--- config.mk ---
export PLATFORM = sky130hd
export DESIGN_NAME = at_response_matcher_core
export DESIGN_NICKNAME = d
export VERILOG_FILES = /design/src/rtl/atrm_pkg.sv /design/src/rtl/atrm_step.sv /design/src/rtl/at_response_matcher_core.sv
export SDC_FILE = /design/constraint.sdc
export NUM_CORES = 1
export LEC_CHECK = 0
export ABC_AREA = 1
export BUFFER_PORTS_ARGS = -buffer_cell sky130_fd_sc_hd__buf_4
export CAP_MARGIN = 25
export CORE_MARGIN = 2
export CORE_UTILIZATION = 55
export DETAILED_ROUTE_END_ITERATION = 10
export HOLD_SLACK_MARGIN = 0.05
export PLACE_DENSITY_LB_ADDON = 0.08
export SLEW_MARGIN = 20
export SYNTH_ARGS = -nofsm -noshare
export SYNTH_HDL_FRONTEND = slang
export SYNTH_SLANG_ARGS = --single-unit
--- constraint.sdc ---
create_clock -name clk -period 2.9 [get_ports clk]
set_input_delay 0.435 -clock clk [delete_from_list [all_inputs] [get_ports clk]]
set_output_delay 0.435 -clock clk [all_outputs]
set_load 0.005 [all_outputs]
--- src/rtl/atrm_pkg.sv ---
// shared types, codes and constants of the response matcher
`timescale 1ns / 1ps
`default_nettype none

package atrm_pkg;

	// size constants
	localparam int MAX_PATTERN  = 8;
	localparam int BUFFER_DEPTH = 256;
	localparam int CAP_LIMIT    = (BUFFER_DEPTH < 256) ? BUFFER_DEPTH : 256;

	// item operations
	typedef enum logic [1:0] {
		OP_START = 2'd0,
		OP_BYTE  = 2'd1,
		OP_TICK  = 2'd2
	} op_t;

	// session status codes
	typedef enum logic [1:0] {
		ST_WAIT     = 2'd0,
		ST_SUCCESS  = 2'd1,
		ST_TIMEOUT  = 2'd2,
		ST_OVERFLOW = 2'd3
	} status_t;

	// configuration register indexes
	typedef enum logic [2:0] {
		REG_RESPONSE_TIMEOUT = 3'd0,
		REG_GAP_TIMEOUT      = 3'd1,
		REG_BUFFER_LENGTH    = 3'd2,
		REG_PATTERN_LENGTH   = 3'd3,
		REG_PATTERN_BYTES    = 3'd4
	} reg_idx_t;

	// configuration register set
	typedef struct packed {
		logic [23:0] response_timeout;
		logic [15:0] gap_timeout;
		logic [8:0]  buffer_length;
		logic [3:0]  pattern_length;
		logic [63:0] pattern_bytes;
	} atrm_cfg_t;

	// session state
	typedef struct packed {
		logic        active;
		logic        seen_first;
		logic [8:0]  kept;
		logic [23:0] resp_elapsed;
		logic [15:0] gap_elapsed;
		logic [63:0] recent;
	} atrm_state_t;

	// one result item
	typedef struct packed {
		logic       store_valid;
		logic [7:0] store_index;
		logic [7:0] store_byte;
		logic       done_res;
		status_t    status;
		logic [7:0] response_length;
	} atrm_result_t;

endpackage

`default_nettype wire

--- src/rtl/atrm_step.sv ---
// next-state and result logic for one item of the response matcher
`timescale 1ns / 1ps
`default_nettype none

module atrm_step
	import atrm_pkg::*;
(
	input  wire atrm_cfg_t    cfg,
	input  wire atrm_state_t  cur,
	input  wire logic [1:0]   operation,
	input  wire logic [7:0]   rx_byte,
	output atrm_state_t       nxt,
	output atrm_result_t      res
);

	logic [8:0]              cap;
	logic [8:0]              last_slot;
	logic [3:0]              plen;
	logic [63:0]             shifted;
	logic [8:0]              kept_inc;
	logic [MAX_PATTERN-1:0]  byte_match;
	logic                    hit;
	logic                    timed_out;
	logic [23:0]             resp_inc;
	logic [15:0]             gap_inc;

	// effective buffer capacity and pattern length
	always_comb begin
		cap = (cfg.buffer_length > 9'(CAP_LIMIT)) ? 9'(CAP_LIMIT) : cfg.buffer_length;
		if (cap == 9'd0) begin
			cap = 9'd1;
		end
		last_slot = cap - 9'd1;
		plen = (cfg.pattern_length > 4'(MAX_PATTERN)) ? 4'(MAX_PATTERN) : cfg.pattern_length;
	end

	// pattern compare on the history after taking the new byte
	assign shifted  = {cur.recent[55:0], rx_byte};
	assign kept_inc = cur.kept + 9'd1;

	always_comb begin
		for (int i = 0; i < MAX_PATTERN; i++) begin
			byte_match[i] = (4'(i) >= plen) ||
				(shifted[i*8 +: 8] == cfg.pattern_bytes[i*8 +: 8]);
		end
	end

	assign hit = (plen != 4'd0) && (kept_inc >= {5'd0, plen}) && (&byte_match);

	// saturating timer advance and timeout check
	assign resp_inc = (cur.resp_elapsed != 24'hFFFFFF) ? cur.resp_elapsed + 24'd1
		: cur.resp_elapsed;
	assign gap_inc  = (cur.seen_first && cur.gap_elapsed != 16'hFFFF)
		? cur.gap_elapsed + 16'd1 : cur.gap_elapsed;
	assign timed_out = (resp_inc >= cfg.response_timeout) ||
		(cur.seen_first && gap_inc >= cfg.gap_timeout);

	// state update and result per operation
	always_comb begin
		nxt = cur;
		res.store_valid = 1'b0;
		res.store_index = 8'd0;
		res.store_byte  = 8'd0;
		res.done_res    = 1'b0;
		res.status      = ST_WAIT;
		case (operation)
			OP_START: begin
				nxt.active       = 1'b1;
				nxt.seen_first   = 1'b0;
				nxt.kept         = 9'd0;
				nxt.resp_elapsed = 24'd0;
				nxt.gap_elapsed  = 16'd0;
				nxt.recent       = 64'd0;
			end
			OP_BYTE: begin
				if (cur.active) begin
					nxt.seen_first  = 1'b1;
					nxt.gap_elapsed = 16'd0;
					if (cur.kept >= last_slot) begin
						nxt.active   = 1'b0;
						res.done_res = 1'b1;
						res.status   = ST_OVERFLOW;
					end else begin
						res.store_valid = 1'b1;
						res.store_index = cur.kept[7:0];
						res.store_byte  = rx_byte;
						nxt.kept        = kept_inc;
						nxt.recent      = shifted;
						if (hit) begin
							nxt.active   = 1'b0;
							res.done_res = 1'b1;
							res.status   = ST_SUCCESS;
						end
					end
				end
			end
			OP_TICK: begin
				if (cur.active) begin
					nxt.resp_elapsed = resp_inc;
					nxt.gap_elapsed  = gap_inc;
					if (timed_out) begin
						nxt.active   = 1'b0;
						res.done_res = 1'b1;
						res.status   = (plen == 4'd0) ? ST_SUCCESS : ST_TIMEOUT;
					end
				end
			end
			default: begin
			end
		endcase
		res.response_length = nxt.kept[7:0];
	end

endmodule

`default_nettype wire

--- src/rtl/at_response_matcher_core.sv ---
// top level of the at response matcher: input register, step logic, result register
// an item passes the input register, then the result register, before its result is
// offered; throughput: one item per cycle while the output is not stalled
// an empty input register takes an item while a finished result waits to be taken
// reset: asynchronous, active low; clears the session and loads the default
// register values (timeouts 1000 and 100, buffer length 256, no pattern)
`timescale 1ns / 1ps
`default_nettype none

module at_response_matcher_core
	import atrm_pkg::*;
(
	input  wire logic        clk,
	input  wire logic        arst_n,
	// configuration write port
	input  wire logic        cfg_we,
	input  wire logic [2:0]  cfg_index,
	input  wire logic [63:0] cfg_data,
	// input channel
	input  wire logic        in_valid,
	output logic             in_stall,
	input  wire logic [1:0]  operation,
	input  wire logic [7:0]  rx_byte,
	// output channel
	output logic             out_valid,
	input  wire logic        out_stall,
	output logic             store_valid,
	output logic [7:0]       store_index,
	output logic [7:0]       store_byte,
	output logic             done_res,
	output logic [1:0]       status,
	output logic [7:0]       response_length
);

	atrm_cfg_t    cfg_q;
	atrm_state_t  state_q;
	atrm_state_t  state_nxt;
	atrm_result_t res_nxt;
	atrm_result_t res_s2;
	logic         valid_s1;
	logic [1:0]   op_s1;
	logic [7:0]   byte_s1;
	logic         valid_s2;
	logic         advance;
	logic         in_xfer;

	// handshake control
	assign advance  = valid_s1 && (!valid_s2 || !out_stall);
	assign in_stall = valid_s1 && !advance;
	assign in_xfer  = in_valid && !in_stall;

	// configuration registers
	always_ff @(posedge clk or negedge arst_n) begin
		if (!arst_n) begin
			cfg_q.response_timeout <= 24'd1000;
			cfg_q.gap_timeout      <= 16'd100;
			cfg_q.buffer_length    <= 9'd256;
			cfg_q.pattern_length   <= 4'd0;
			cfg_q.pattern_bytes    <= 64'd0;
		end else if (cfg_we) begin
			case (cfg_index)
				REG_RESPONSE_TIMEOUT: cfg_q.response_timeout <= cfg_data[23:0];
				REG_GAP_TIMEOUT:      cfg_q.gap_timeout      <= cfg_data[15:0];
				REG_BUFFER_LENGTH:    cfg_q.buffer_length    <= cfg_data[8:0];
				REG_PATTERN_LENGTH:   cfg_q.pattern_length   <= cfg_data[3:0];
				REG_PATTERN_BYTES:    cfg_q.pattern_bytes    <= cfg_data;
				default: begin
				end
			endcase
		end
	end

	// input register
	always_ff @(posedge clk or negedge arst_n) begin
		if (!arst_n) begin
			valid_s1 <= 1'b0;
		end else if (in_xfer) begin
			valid_s1 <= 1'b1;
		end else if (advance) begin
			valid_s1 <= 1'b0;
		end
	end

	always_ff @(posedge clk) begin
		if (in_xfer) begin
			op_s1   <= operation;
			byte_s1 <= rx_byte;
		end
	end

	// per-item logic
	atrm_step u_step (
		.cfg       (cfg_q),
		.cur       (state_q),
		.operation (op_s1),
		.rx_byte   (byte_s1),
		.nxt       (state_nxt),
		.res       (res_nxt)
	);

	// session state
	always_ff @(posedge clk or negedge arst_n) begin
		if (!arst_n) begin
			state_q <= '0;
		end else if (advance) begin
			state_q <= state_nxt;
		end
	end

	// result register
	always_ff @(posedge clk or negedge arst_n) begin
		if (!arst_n) begin
			valid_s2 <= 1'b0;
		end else if (advance) begin
			valid_s2 <= 1'b1;
		end else if (!out_stall) begin
			valid_s2 <= 1'b0;
		end
	end

	always_ff @(posedge clk) begin
		if (advance) begin
			res_s2 <= res_nxt;
		end
	end

	// output ports
	assign out_valid       = valid_s2;
	assign store_valid     = res_s2.store_valid;
	assign store_index     = res_s2.store_index;
	assign store_byte      = res_s2.store_byte;
	assign done_res        = res_s2.done_res;
	assign status          = res_s2.status;
	assign response_length = res_s2.response_length;

endmodule

`default_nettype wire
Word level (Yosys, flattened, before mapping)
Cells that the tools add are included.
{ "op_classes": {"eq_ne": 20, "n_mux": 31, "n_lt_le_gt_ge": 14, "bitwise": 2, "n_addsub": 4, "reduce_logical": 43} }
{ "op_table": {"columns": ["cell", "n"], "rows": [
  ["56-bit case mux with 2 select lines", 1],
  ["80-bit 2-to-1 mux", 1],
  ["8-bit == test", 8],
  ["64-bit 2-to-1 mux", 1],
  ["16-bit case mux with 3 select lines", 1],
  ["24-bit case mux with 2 select lines", 1],
  ["40-bit 2-to-1 mux", 1],
  ["9-bit 2-to-1 mux", 3],
  ["24-bit by 1-bit adder with 24-bit output, second input constant", 1],
  ["24-bit >= comparator", 1],
  ["24-bit 2-to-1 mux", 1],
  ["24-bit != test, second input constant", 1],
  ["10-bit case mux with 2 select lines", 1],
  ["17-bit 2-to-1 mux", 1],
  ["16-bit by 1-bit adder with 16-bit output, second input constant", 1],
  ["16-bit >= comparator", 1],
  ["3-bit by 4-bit >= comparator with 1-bit output, first input constant", 4],
  ["16-bit 2-to-1 mux", 1],
  ["16-bit != test, second input constant", 1],
  ["3-bit 2-to-1 mux", 5],
  ["2-bit AND reduction", 7],
  ["11-bit 2-to-1 mux", 1],
  ["1-bit logical OR", 10],
  ["9-bit by 1-bit adder with 9-bit output, second input constant", 1],
  ["33 further kinds", 59]
]} }
{ "word_totals": {"register_bits": 264, "out_inout_bits": 30, "word_cells": 136} }

Longest topological paths before layout
Gate-level depths: netlist of run 1.
{ "depth": {"ltp_word": 10, "ltp_mapped": 25, "mapped_depth_nobuf": 25} }

Cells and area by module
From an unflattened synthesis of run 1, not the netlist that was laid out.
{ "hier_totals": {"hier_cells": 2164, "hier_area_um2": 16085.4} }
{ "modules_own_cells": {"columns": ["module", "area_each_um2", "n_inst", "cells_each", "seq_area_each_um2"], "rows": [
  ["at_response_matcher_core", 10164.7, 1, 1049, 7009.2],
  ["atrm_step", 5920.7, 1, 1115, 0.0]
]} }

Least setup slack after synthesis of run 1
OpenSTA, ideal clock, no wires.
{ "synth_path": {"path_kind": "register -> register", "from": "register cfg_q[72] in the netlist's numbering", "to": "register res_s2, in the netlist store_byte[4] (data pin)", "path_stages_with_launch": 20, "arrival_time_ps": 2712, "path_slack_ps": -77, "setup_time_ps": 265, "path_cell_list": "dfrtp_1 > nor4_1 > nand3_1 > nand2_1 > nand2_1 > ha_1 > nand2_1 > nor2_1 > a21oi_1 > a21oi_1 > ha_1 > nand2_1 > nor2_1 > nand3b_1 > nand3_1 > nor2_1 > nand2_1 > buf_2 > buf_1 > nor2_1"} }
{ "synth_via": {"elab_chain_len": 7} }
{ "synth_rtl": {"columns": ["element", "line_no", "rtl"], "rows": [
  ["from (decl)", "at_response_matcher_core.sv:35", "atrm_cfg_t cfg_q;"],
  ["9-bit > comparator", "atrm_step.sv:29", "cap = (cfg.buffer_length > 9'(CAP_LIMIT)) ? 9'(CAP_LIMIT) : cfg.buffer_length;"],
  ["9-bit 2-to-1 mux (*)", "atrm_step.sv:29", null],
  ["9-bit zero test", "atrm_step.sv:30", "if (cap == 9'd0) begin"],
  ["9-bit 2-to-1 mux (*)", "atrm_step.sv:30", null],
  ["9-bit by 1-bit subtractor with 9-bit output (*)", "atrm_step.sv:33", "last_slot = cap - 9'd1;"],
  ["9-bit >= comparator (*)", "atrm_step.sv:79", "if (cur.kept >= last_slot) begin"],
  ["3-bit OR reduction (no line) (*)", null, null],
  ["to (signal assigned)", "at_response_matcher_core.sv:123", "res_s2 <= res_nxt;"],
  ["to (decl)", "at_response_matcher_core.sv:39", "atrm_result_t res_s2;"]
]} }
Every way passes the cells marked *; elsewhere a longest branch is shown, timed or not.
A chain may end at the register's enable or synchronous reset.

Final worst setup path of run 1
{ "layout_path": {"from": "register cfg_q[72] in the netlist's numbering", "to": "register state_q[39] in the netlist's numbering"} }
{ "layout_via": {"elab_chain_len": 8} }
{ "layout_rtl": {"columns": ["element", "line_no", "rtl"], "rows": [
  ["9-bit > comparator", "atrm_step.sv:29", null],
  ["9-bit 2-to-1 mux (*)", "atrm_step.sv:29", null],
  ["9-bit zero test", "atrm_step.sv:30", null],
  ["9-bit 2-to-1 mux (*)", "atrm_step.sv:30", null],
  ["9-bit by 1-bit subtractor with 9-bit output (*)", "atrm_step.sv:33", null],
  ["9-bit >= comparator (*)", "atrm_step.sv:79", null],
  ["2-bit != test (no line) (*)", null, null],
  ["4-bit AND reduction (no line) (*)", null, null],
  ["to (signal assigned)", "at_response_matcher_core.sv:106", "state_q <= state_nxt;"],
  ["to (decl)", "at_response_matcher_core.sv:36", "atrm_state_t state_q;"]
]} }
Marks and branches as above.

==> metrics.yaml, run 1 <==
status: "finished, violations left"
violations: "negative setup slack"
layout_common_cells: "nand2_1, buf_4, inv_1"
drt-initial-drc-count: 930
synth.yosys.seq_area_share_pct: 48.1
n_fill_cell: 1933
worst_hold_startpoint: "operation[0]"
hpwlAfterDp_microns: 25900
num_rows: 58
critPathMaxFanout: 8
r2r-start: "cfg_q[72]"
fin_tns_setup_ns: -19.35
tightest_slew_ns: 0.967
clock_sink_count: 264
holdPathEnd: "op_s1[0]"
rrSetupSlack_ns: -0.29
synth_edf_count: 38
clkSlewWorstSetupHoldPaths_ns: 0.06
antenna_found_initial: 0
clockBufferDepth: 3
fin_nets: 2131
grt_pass1_vias: 11982
die_x_microns: 164
gp_congestion: 0.898
drv_slew: 0
ant_nets: 0
cp.arrival_ns: 3.62
layout_commonest_cell: "nand2_1"
coreArea_sq_mm: 0.0253
fin_cells: 2340
yosys_warnings: 0
route.detailed.drc: 0
critPathTopFamily: "simple AND/OR/NAND/NOR gates"
synth.largest_area_cell: "dfrtp_1"
reg2reg_to: "state_q[39]"
slowest_delay_ns: 0.39
syn2layout_area_growth_pct: 30.5
syn_area_sq_mm: 0.0142
grt_max_degree: 98
worstPathCellList: "nor4_2 -> nand3_1 -> nand2_1 -> nand2_2 -> ha_4 -> nand2_4 -> buf_4 -> xnor2_1 -> ha_1 -> a21oi_1 -> o21ai_1 -> nand2_1 -> nand4_1 -> a21oi_4 -> buf_12 -> buf_12 -> clkbuf_16 -> o21ai_0"
dieArea_sq_mm: 0.0271
clk_latency_ns: 0.56
fin_skew_ns: 0.0207
clock.fmax_ghz: 0.314
routed_wirelength_microns: 37400
slew_headroom_pct: 35.5
grt_usage_pct: 27.8
syn-num-nets: 1856
path_buf_inv: 4
syn_area_per_cell_sq_um: 8.27
drt-wirelength-per-cell_microns: 16.0
cpMaxStageDelayCell: "dfrtp_1"
ys_ff_latch: 264
synthCells: 1713
async_reset_ff_share_pct: 85.6
htree_num_levels: 1
die_h_microns: 164
vias: 12253
cts_tree: "yes"
rsz0062_at_grt: "true"
ys.flop_type: "dfrtp_1"
grt_overflow: 0
drt_first_pass_iters: 6
maxCapViolations: 0
peakVddDrop_uv: 558
synth_top_area_share_pct: 38.2
start_util_pct: 56.1
yosys.cell_types.count: 42
synth_area_leaders: "dfrtp_1, nand2_1, edfxtp_1"
critPathLaunchType: "flop"
vias_per_cell: 5.24
critical_path_class: "flop to flop"
setup_ws_ns: -0.287
r2r_cells: 18
setup_viol: 93
required_ns: 3.34
min_path_cells: 1
cp-end-kind: "flop"
cts-root-buf: "clkbuf_16"
period_needed_ns: 3.19
grt_pass1_wl_microns: 59900
portBuffers: 111
ios: 112
holdCritPathClass: "primary input to flop"
drive_gt1_share_pct: 26.7
leakagePower_nw: 9.11
dp.cells: 2246
hold_viol: 0
cts_buffers: 28
fin_crit_sh_pct: 110
antennaDiodeCount: 0
power_density_mw_per_mm2: 683
through the flow:
step | power, mW | util, % | hold slack [ns] | setup WS, ns | cell area, sq um
floorplan | 7.06 | - | 0.139 | -0.0229 | 14200
global placement | 8.18 | 64.9 | 0.467 | -0.237 | 16400
detailed placement | 8.32 | 64.9 | 0.474 | -0.280 | 16400
CTS | 12.4 | 70.9 | 0.0501 | -0.200 | 17900
global route | 13.4 | 73.2 | 0.0528 | -0.492 | 18500
finish | 12.6 | 73.2 | 0.0680 | -0.287 | 18500
sequential cells by signal, summed over array words and instances, names as in the netlist:
register,count
byte_s1,8
cfg_q,117
done_res,1
op_s1,2
out_valid,1
response_length,8
state_q,107
status,2
store_byte,8
store_index,8
store_valid,1
valid_s1,1
synthesized netlist by cell type, types with 10 or more instances:
cell	n
xor2_1	37
dfrtp_1	216
nor3_1	12
o22ai_1	12
clkbuf_1	29
o21ai_0	174
ha_1	61
nor2_1	120
nand4_1	21
nand3_1	99
inv_1	262
buf_2	11
nand2_1	423
xnor2_1	47
a21oi_1	38
dfstp_2	10
mux2_2	31
edfxtp_1	38
area by class of cell:
type                       count  area [sq um]  area share (%)
clock inverter                14           158           0.852
sequential                   264          6810            36.8
multi-input combinational   1131          6790            36.7
tap                          330           413            2.23
clock buffer                  38           801            4.33
timing repair buffer         293          2500            13.5
inverter                     270          1020            5.49
what timing repair did:
| action | 4_1_cts | 5_1_grt |
|---|---|---|
| gates resized for setup | 126 | 112 |
| buffers inserted | 17 | 14 |
| hold buffers | 5 | 0 |
| pin swaps | 27 | 42 |
| endpoints found under the setup margin | 94 | 94 |
| hold endpoints to repair | 79 | 0 |
| gates cloned | 3 | 4 |
worst max path at each step:
stage	from	to	cells past startpoint
2_1_floorplan	cfg_q[72]	state_q[12]	18
3_3_place_gp	cfg_q[72]	store_byte[4]	17
3_5_place_dp	cfg_q[72]	state_q[106]	20
4_1_cts	cfg_q[75]	state_q[19]	18
5_1_grt	cfg_q[72]	state_q[17]	18
6_report	cfg_q[72]	state_q[39]	18
worst reg2reg max path, cell delays in order (launching register included):
cell and delay [ns]:
dfrtp_1 0.39, nor4_2 0.27, nand3_1 0.13, nand2_1 0.10, nand2_2 0.08, ha_4 0.18, nand2_4 0.08, buf_4 0.11
xnor2_1 0.13, ha_1 0.29, a21oi_1 0.14, o21ai_1 0.08, nand2_1 0.12, nand4_1 0.21, a21oi_4 0.22, buf_12 0.18
buf_12 0.14, clkbuf_16 0.15, o21ai_0 0.07
where the power goes:
part	switching (mW)	internal [mW]
clock network	1.51	2.20
logic	2.11	1.79
registers	0.570	4.45
total	4.20	8.44
logic make-up (layout without fill, tap and decap cells):
family                   Yosys count  count (layout)  share of synthesized area, %
flip-flops                       264             264                          48.1
adder cells (fa/ha/maj)           61              61                          5.39
AO/OA/AOI/OAI                    254             254                          9.61
XOR/XNOR                          84              84                          5.19
buffers and inverters            318             615                          8.58
AND/OR/NAND/NOR                  701             701                          20.7
multiplexers                      31              31                          2.46
layer usage:
metal	global-route usage, %	vias up	share of wire (%)
met5	0	-	0
met4	6.88	0	2.3
met3	3.54	63	4.9
met2	47.1	297	49
met1	38.2	5868	44
li1	-	6025	-
Power figures use the tool's default switching activity.
==> inputs of run 2 (changes only) <==
CORE_UTILIZATION = 56   (was 55)
SYNTH_HIERARCHICAL = 1   (was default)
==> run 2 against run 1 <==
The flow still finishes with violations (negative setup slack). Count of clock-buffer cells in the layout fell by 4. Non-clock buffer count rose by 7. Utilization fell by 3.3 points. Largest power group unchanged. Cell area rose by 4.7%. Synthesized area rose by 11%. Hold slack improved by 0.0054 ns. Critical path type unchanged.
==> metrics.yaml, run 2 <==
peakVddDrop_uv: 462
cp.arrival_ns: 3.97
vias_per_cell: 5.34
drv_slew: 0
coreArea_sq_mm: 0.0277
num_rows: 61
period_needed_ns: 3.46
setup_ws_ns: -0.559
rsz0062_at_grt: "true"
setup_viol: 94
critical_path_class: "flop to flop"
drt-wirelength-per-cell_microns: 15.9
die_h_microns: 171
portBuffers: 111
drive_gt1_share_pct: 19.3
leakagePower_nw: 10.1
fin_nets: 2496
ios: 112
grt_usage_pct: 30.0
clk_latency_ns: 0.58
syn_area_per_cell_sq_um: 7.43
routed_wirelength_microns: 43700
clkSlewWorstSetupHoldPaths_ns: 0.06
dieArea_sq_mm: 0.0294
antenna_found_initial: 1
n_fill_cell: 2346
violations: "negative setup slack"
route.detailed.drc: 0
fin_crit_sh_pct: 119
cts_buffers: 29
syn2layout_area_growth_pct: 23.4
clock_sink_count: 264
tightest_slew_ns: 0.866
clock.fmax_ghz: 0.289
rrSetupSlack_ns: -0.56
required_ns: 3.42
layout_commonest_cell: "nand2_1"
hpwlAfterDp_microns: 30700
largest_reg_flops: 117
ant_nets: 0
fin_tns_setup_ns: -45.31
cts-root-buf: "clkbuf_16"
synthCells: 2113
syn_area_sq_mm: 0.0157
critPathMaxFanout: 6
holdCritPathClass: "primary input to flop"
start_util_pct: 56.7
status: "finished, violations left"
antennaDiodeCount: 0
hold_viol: 0
maxCapViolations: 0
grt_pass1_vias: 13957
critPathLaunchType: "flop"
vias: 14699
yosys_warnings: 6
fin_cells: 2753
grt_overflow: 0
power_density_mw_per_mm2: 578
grt_max_degree: 86
largestRegisters: "cfg_q: 117 flops, state_q: 107 flops"
die_x_microns: 171
grt_pass1_wl_microns: 70300
drt-initial-drc-count: 1157
slew_headroom_pct: 42.1
largest-register: "cfg_q"
gp_congestion: 0.928
htree_num_levels: 1
fin_skew_ns: 0.0111
dp.cells: 2677
utilization_pct: 69.9
cts_tree: "yes"
syn-num-nets: 2257
layout_common_cells: "nand2_1, buf_4, inv_1"
cp-end-kind: "flop"
drt_first_pass_iters: 6
clockBufferDepth: 3
## run 2: path summary, 6_finish.rpt
kind,startpoint,cells after the start,end
setup / recovery,cfg_q[75],23,state_q[41]
hold / removal,operation[0],1,op_s1[0]
setup reg to reg,cfg_q[75],23,state_q[41]
hold reg to reg,cfg_q[102],2,cfg_q[102]
max in group asynchronous,arst_n,3,cfg_q[98]
min in group asynchronous,arst_n,2,state_q[108]
## run 2: layout make-up
class                   count  area, sq um  share of cell area [%]
clock buffers              34          754                    3.90
clock inverters            20          163                   0.840
inverters                 242          917                    4.74
multi-input cells        1515         7830                    40.4
flip-flops and latches    264         6810                    35.2
well taps                 378          473                    2.44
repair buffers            300         2430                    12.5
## run 2: what timing repair did
item / CTS / global route
resized for setup: 44 / 24
hold endpoints to repair: 86 / 0
hold buffers: 11 / 0
gates cloned: 1 / 0
endpoints found under the setup margin: 94 / 94
buffers inserted: 8 / 2
pin swaps: 15 / 26
## run 2: per-stage QoR
| stage | setup slack, ns | total power, mW | hold WS [ns] | cell area (sq um) |
|---|---|---|---|---|
| 2_1_floorplan | -0.275 | 6.39 | 0.139 | 15800 |
| 3_3_place_gp | -0.277 | 7.41 | 0.450 | 18000 |
| 3_5_place_dp | -0.407 | 7.49 | 0.455 | 18000 |
| 5_1_grt | -0.753 | 11.8 | 0.0562 | 19400 |
| 6_report | -0.559 | 11.2 | 0.0734 | 19400 |
| 4_1_cts | -0.331 | 11.2 | 0.0547 | 19300 |
## run 2: where the power goes
group          switching, mW  internal, mW  total [mW]
Clock                   1.60          1.97        3.58
Sequential             0.393          4.25        4.65
Combinational           1.73          1.24        2.97
Total                   3.73          7.46        11.2
## run 2: critical path, stage by stage, from the launching register on
cell,delay [ns]
dfrtp_1,0.39
nor4_2,0.29
nand2_1,0.14
a21oi_2,0.18
inv_1,0.09
ha_2,0.19
nand2_2,0.07
inv_2,0.06
nand3_4,0.10
a21oi_2,0.04
o21ai_1,0.06
o21ai_1,0.08
ha_1,0.34
a21oi_2,0.15
o21ai_1,0.09
a21oi_1,0.15
nand3_2,0.13
nor2_4,0.17
inv_4,0.08
buf_8,0.15
buf_8,0.13
o22ai_4,0.13
nand2_1,0.08
nand2_1,0.09
## run 2: layer usage
metal | global-route usage [%] | part of all wire, % | wire, microns | vias to the layer above
met2 | 49.8 | 46 | 20100 | 499
met5 | 0 | 0.030 | 13 | -
li1 | - | - | - | 7150
met1 | 41.4 | 44 | 19200 | 6951
met4 | 8.18 | 2.6 | 1140 | 2
met3 | 4.00 | 7.3 | 3190 | 97
